$ cat src/hw/rtl/assert_macros.svh
// Assertion macros shared by the RTL; they compile away when SYNTHESIS is defined.
`ifndef ASSERT_MACROS_SVH
`define ASSERT_MACROS_SVH

`ifndef SYNTHESIS

// Check that the consequent holds in the same cycle as the antecedent.
`define ASSERT_IMPLY(label, clk, rst, ante, cons) \
   label: assert property (@(posedge clk) disable iff (rst) (ante) |-> (cons)) \
      else $error("same-cycle implication violated");

// Check that the consequent holds in the cycle after the antecedent.
`define ASSERT_NEXT(label, clk, rst, ante, cons) \
   label: assert property (@(posedge clk) disable iff (rst) (ante) |=> (cons)) \
      else $error("next-cycle implication violated");

`else

`define ASSERT_IMPLY(label, clk, rst, ante, cons)
`define ASSERT_NEXT(label, clk, rst, ante, cons)

`endif

`endif

$ cat src/hw/rtl/dfs_pkg.sv
// Shared types and constants of the directional focus select block.
package dfs_pkg;

   localparam int DFS_MAX_TARGETS = 64;
   localparam int DFS_COORD_BITS  = 16;

   localparam int ENTRY_BITS  = 6;
   localparam int COUNT_BITS  = 7;
   localparam int DIR_BITS    = 2;
   localparam int CHOSEN_BITS = 7;

   // Across offset weighs eight times the along offset.
   localparam int ACROSS_SHIFT = 3;

   localparam logic [CHOSEN_BITS-1:0] INVALID_INDEX = '1;

   localparam logic ACT_LOAD  = 1'b0;
   localparam logic ACT_QUERY = 1'b1;

   typedef enum logic [1:0] {
      STATE_IDLE,
      STATE_LOCATE,
      STATE_SCORE,
      STATE_FINISH
   } state_type;

   typedef struct packed {
      logic accept_load;
      logic accept_query;
      logic issue;
      logic score_mode;
      logic start_score;
      logic load_rsp;
   } ctrl_cmd_type;

   typedef struct packed {
      logic trivial;
      logic all_issued;
      logic pipe_busy;
      logic hit_found;
   } ctrl_status_type;

endpackage

$ cat src/hw/rtl/dfs_controller.sv
// Sequencer of the directional focus select block: handshakes and walk control.
module dfs_controller (
   input  logic                      clock,
   input  logic                      reset,
   input  logic                      req_valid,
   input  logic                      req_action,
   output logic                      req_ready,
   output logic                      rsp_valid,
   input  logic                      rsp_ready,
   input  dfs_pkg::ctrl_status_type  status,
   output dfs_pkg::ctrl_cmd_type     cmd
);
   import dfs_pkg::*;

   state_type state_ff;
   state_type state_in;
   logic      rsp_valid_ff;
   logic      rsp_valid_in;
   logic      locate_done;
   logic      rsp_free;

   // Locate ends on a trivial query, or once the walk stopped and the pipe drained.
   assign locate_done = status.trivial
                        || ((status.all_issued || status.hit_found) && !status.pipe_busy);
   assign rsp_free    = !rsp_valid_ff || rsp_ready;

   always_comb begin
      state_in = state_ff;
      unique case (state_ff)
         STATE_IDLE: begin
            if (req_valid && req_action == ACT_QUERY) begin
               state_in = STATE_LOCATE;
            end
         end
         STATE_LOCATE: begin
            if (locate_done) begin
               state_in = (!status.trivial && status.hit_found) ? STATE_SCORE : STATE_FINISH;
            end
         end
         STATE_SCORE: begin
            if (status.all_issued && !status.pipe_busy) begin
               state_in = STATE_FINISH;
            end
         end
         STATE_FINISH: begin
            if (rsp_free) begin
               state_in = STATE_IDLE;
            end
         end
         default: state_in = STATE_IDLE;
      endcase
   end

   always_comb begin
      cmd       = '0;
      req_ready = 1'b0;
      unique case (state_ff)
         STATE_IDLE: begin
            req_ready        = 1'b1;
            cmd.accept_load  = req_valid && req_action == ACT_LOAD;
            cmd.accept_query = req_valid && req_action == ACT_QUERY;
         end
         STATE_LOCATE: begin
            cmd.issue       = !status.trivial && !status.all_issued && !status.hit_found;
            cmd.start_score = locate_done && !status.trivial && status.hit_found;
         end
         STATE_SCORE: begin
            cmd.score_mode = 1'b1;
            cmd.issue      = !status.all_issued;
         end
         STATE_FINISH: begin
            cmd.load_rsp = rsp_free;
         end
         default: begin
            cmd       = '0;
            req_ready = 1'b0;
         end
      endcase
   end

   assign rsp_valid_in = cmd.load_rsp || (rsp_valid_ff && !rsp_ready);
   assign rsp_valid    = rsp_valid_ff;

   always_ff @(posedge clock) begin
      if (reset) begin
         state_ff     <= STATE_IDLE;
         rsp_valid_ff <= 1'b0;
      end else begin
         state_ff     <= state_in;
         rsp_valid_ff <= rsp_valid_in;
      end
   end

endmodule

$ cat config.mk
export PLATFORM = sky130hd
export DESIGN_NAME = dfs_controller
export DESIGN_NICKNAME = d
export VERILOG_FILES = /design/src/hw/rtl/assert_macros.svh /design/src/hw/rtl/dfs_pkg.sv /design/src/hw/rtl/dfs_controller.sv
export SDC_FILE = /design/constraint.sdc
export NUM_CORES = 1
export LEC_CHECK = 0
export BUFFER_PORTS_ARGS = -buffer_cell sky130_fd_sc_hd__buf_4
export CORE_AREA = 5 5 42 44
export DETAILED_ROUTE_END_ITERATION = 8
export DIE_AREA = 0 0 47 49
export PLACE_DENSITY = 0.46
export SKIP_CTS_REPAIR_TIMING = 1
export SYNTH_ARGS = -nofsm -noshare
export SYNTH_HDL_FRONTEND = slang
export SYNTH_SLANG_ARGS = --single-unit
export TNS_END_PERCENT = 10
$ cat constraint.sdc
create_clock -name clock -period 1.95 [get_ports clock]
set_input_delay 0.39 -clock clock [delete_from_list [all_inputs] [get_ports clock]]
set_output_delay 0.39 -clock clock [all_outputs]
set_load 0.1 [all_outputs]
* After elaboration in Yosys (flattened, before gate mapping) *
Index checks and enable logic that the tools add are counted.

storage, ports and cells
  register bits after elaboration = 3
  input bits = 9
  output and inout bits = 8
  logic and storage cells = 44

operators by class
  equal/unequal tests = 7
  mux-type cells = 12
  bitwise operators = 1
  reduce and logical (&&, ||, !) cells = 22

operator list
  kind                                                  count
  logical AND 1 bit                                     10
  two-way mux 2 bit                                     5
  != test 2 bit (second input constant)                 4
  case mux 2 bit (4 select lines)                       1
  logical NOT 1 bit                                     6
  two-way mux 1 bit                                     5
  equality test 2 bit (second input constant)           2
  logical OR 1 bit                                      4
  AND reduction 4 bit                                   1
  equality test 2 x 1 -> 1 bit (second input constant)  1
  logical NOT 2 bit                                     1
  case mux 1 bit (2 select lines)                       1
  inverter 1 bit                                        1

* Logic depth before layout (Yosys ltp) *
  depth in word-level cells = 6
  mapped depth = 6
  depth with buffers taken out = 6

* Worst setup path before layout *
Ideal clock, no wire load.

  path type = register to output
  start point = register state_ff[0]
  end point = output cmd[3] (netlist name)
  data arrival time = 3,601 ps
  data required time = 1,560 ps
  path slack = -2,041 ps
  cell stages (with the launch flop) = 5
  path buffers = 0
  path through = dfxtp_1 > inv_1 > ha_1 > nor2_1 > nor3b_1

RTL lines
  item                    RTL line              RTL
  from (decl)             dfs_controller.sv:15  state_type state_ff;
  from (signal assigned)  dfs_controller.sv:89  state_ff <= state_in;
  to (decl)               dfs_controller.sv:11  output dfs_pkg::ctrl_cmd_type cmd

==> qor.csv <==
metric;value;unit
CP Buf/Inv Count;2;
Clk network pwr share;13.2;%
DRT Pass-1 Iters;4;
final slew viol count;0;
H-tree levels;1;
vias;300;
Psw;467;µW
Via density;4.05;
most frequent cells in the layout;buf_4, nand2b_1, nor2_1;
Worst Path Arrival;1470;ps
Ys Warns;0;
CTS root buf;clkbuf_4;
Max-Cap Viols;0;
synthesized flop and latch total;3;
DRC Markers;0;
clock-pin transition on the worst setup and hold timing paths;40;ps
hold wc startpoint;reset;
post-synthesis cell type count;17;
All-Layer GR Usage;7.10;%
total power per unit cell area;1600;mW/mm²
Rel. slew slack;73.1;%
initial antenna violation count;0;
Reg power frac;11.6;%
fin crit period;1860;ps
share of cells above drive strength 1;53.4;%
R2R Setup Slk;220;ps
Fill cells;152;
commonest non-fill, non-tap cell in the layout;buf_4;
Post-Syn Nets;49;
CTS tree;yes;
worst skew pair latency;230;ps
width of the die;47;µm
GR Overflow Total;0;
DP Wirelength;622;µm
CTS Sinks;3;
internal power;357;µW
fmax;537;MHz
CP delay by family, top;simple AND/OR/NAND/NOR gates;
Final Hold Fails;0;
Avg Cell Area, Syn;7.72;µm²
Crit path top cell by count;nor2_1;
Peak VDD IR;0.542;mV
CP required;1560;ps
Worst Path Max Fanout;3;
GRT Max-Usage Layer;met2;
crit path from;state_ff[1];
first-pass GRT wire length;1210;µm
final setup fails;0;
Row Count;14;
cells after synthesis;36;
die area;0.00230;mm²
cts bufs inserted;3;
post-synthesis sequential area ratio;21.6;%
worst-margin pin slew;404;ps
post-route insts no fill;74;
LEAKAGE;0.000245;µW
status;finished clean;
Area growth syn-to-layout;85.6;%
critical path cell sequence;inv_1 > ha_2 > nand2b_1 > nor2_1 > nor2_1 > nor3b_4 > buf_12;
CP max-delay cell;dfxtp_1;
# diodes;0;
power after layout;824;µW
Net count, final;72;
Die Ht;49;µm
Critical R2R Launch;state_ff[0];
Crit Path Class;flip-flop to output pin;
DR WL/cell;10.1;µm
pin count of the biggest net entering global routing;6;
vias in the first global route;296;
hold crit path type;primary input to flip-flop;
post-route ant nets;0;
port buffer count;16;
initial drt markers;5;
Worst path max stage delay;300;ps
clock skew;5.93;ps
met1 Track Usage GR;8.97;%
Critical Path Start Type;flip-flop;
RSZ-0062 raised after global routing;false;
crit share post-route;95.5;%
Setup crit end kind;output pin;
Comb pwr share;75.1;%
core area;0.00140;mm²
routed wire length;751;µm
deepest clock path buffer count;2;
GR Layer Usage met3;4.43;%
Initial Utilization;19.8;%
dpl cells;70;
Netlist Area Pre-Place;278;µm²
final RePlAce weighted congestion;0.696;
Net Sw Frac;56.7;%
I/O pin cnt;17;
grt met2 use;10.2;%
power by group through the flow:
stage	Clock [µW]	Sequential, µW	Combinational, µW
finish	109	95.9	619
global route	122	98.9	659
CTS	114	94.5	618
detailed placement	0	94.9	614
global placement	0	94.7	618
floorplan	0	113	471
logic make-up (layout without fill, tap and decap cells):
| group | count (synthesis) | in the layout | share of synthesized area (%) |
|---|---|---|---|
| AOI/OAI and AO/OA | 4 | 4 | 10.4 |
| adders and majority gates | 4 | 4 | 18.0 |
| buffers and inverters | 3 | 25 | 4.05 |
| DFF | 3 | 3 | 21.6 |
| muxes | 2 | 2 | 7.66 |
| and+or+nand+nor | 20 | 20 | 38.3 |
metal layers:
metal	up-vias	part of all wire, %	wire (µm)
li1	164	-	-
met5	-	0	0
met1	128	44	329
met2	8	46	347
met3	0	10	75
met4	0	0	0
synthesized netlist by cell type:
cell type,instances,area [µm²]
a21oi_1,2,10.0
a222oi_1,1,10.0
a31o_1,1,8.76
and2b_1,1,7.51
and3_1,1,6.26
dfxtp_1,3,60.1
ha_1,4,50.1
inv_1,3,11.3
mux2_1,1,11.3
mux2i_1,1,10.0
nand2_1,2,7.51
nand2b_1,5,31.3
nand2b_2,1,8.76
nand3_1,1,5.00
nor2_1,7,26.3
nor2b_1,1,6.26
nor3b_1,1,7.51
metrics by stage:
step                      worst slack, ps  util (%)  hold slack [ps]  instance area, µm²  TNS (ps)
final                                87.4      36.8              363                 515         0
after detailed placement              183      33.8              598                 473         0
after floorplan                      -251         -              462                 318      -700
after global placement                222      33.8              592                 473         0
after global routing                 2.32      36.8              355                 515         0
after CTS                           -39.4      35.6              358                 499     -39.4
final cells by class:
class,count,area (µm²),area share [%]
multi-input combinational,30,249,48.3
timing repair buffer,18,148,28.6
sequential,3,61.3,11.9
clock buffer,4,26.3,5.10
tap,16,20.0,3.88
inverter,3,11.3,2.18
flip-flops by register name (all words and copies together), names as in the netlist:
| name | count |
|---|---|
| state_ff | 2 |
| rsp_valid | 1 |
path summary, 6_finish.rpt:
path / end / cells past startpoint
worst max register to register: state_ff[0] / 5
worst min register to register: state_ff[1] / 3
worst max-delay path: cmd[3] / 7
worst min-delay path: rsp_valid / 2
Note: power is estimated with default switching activity, not from simulation.
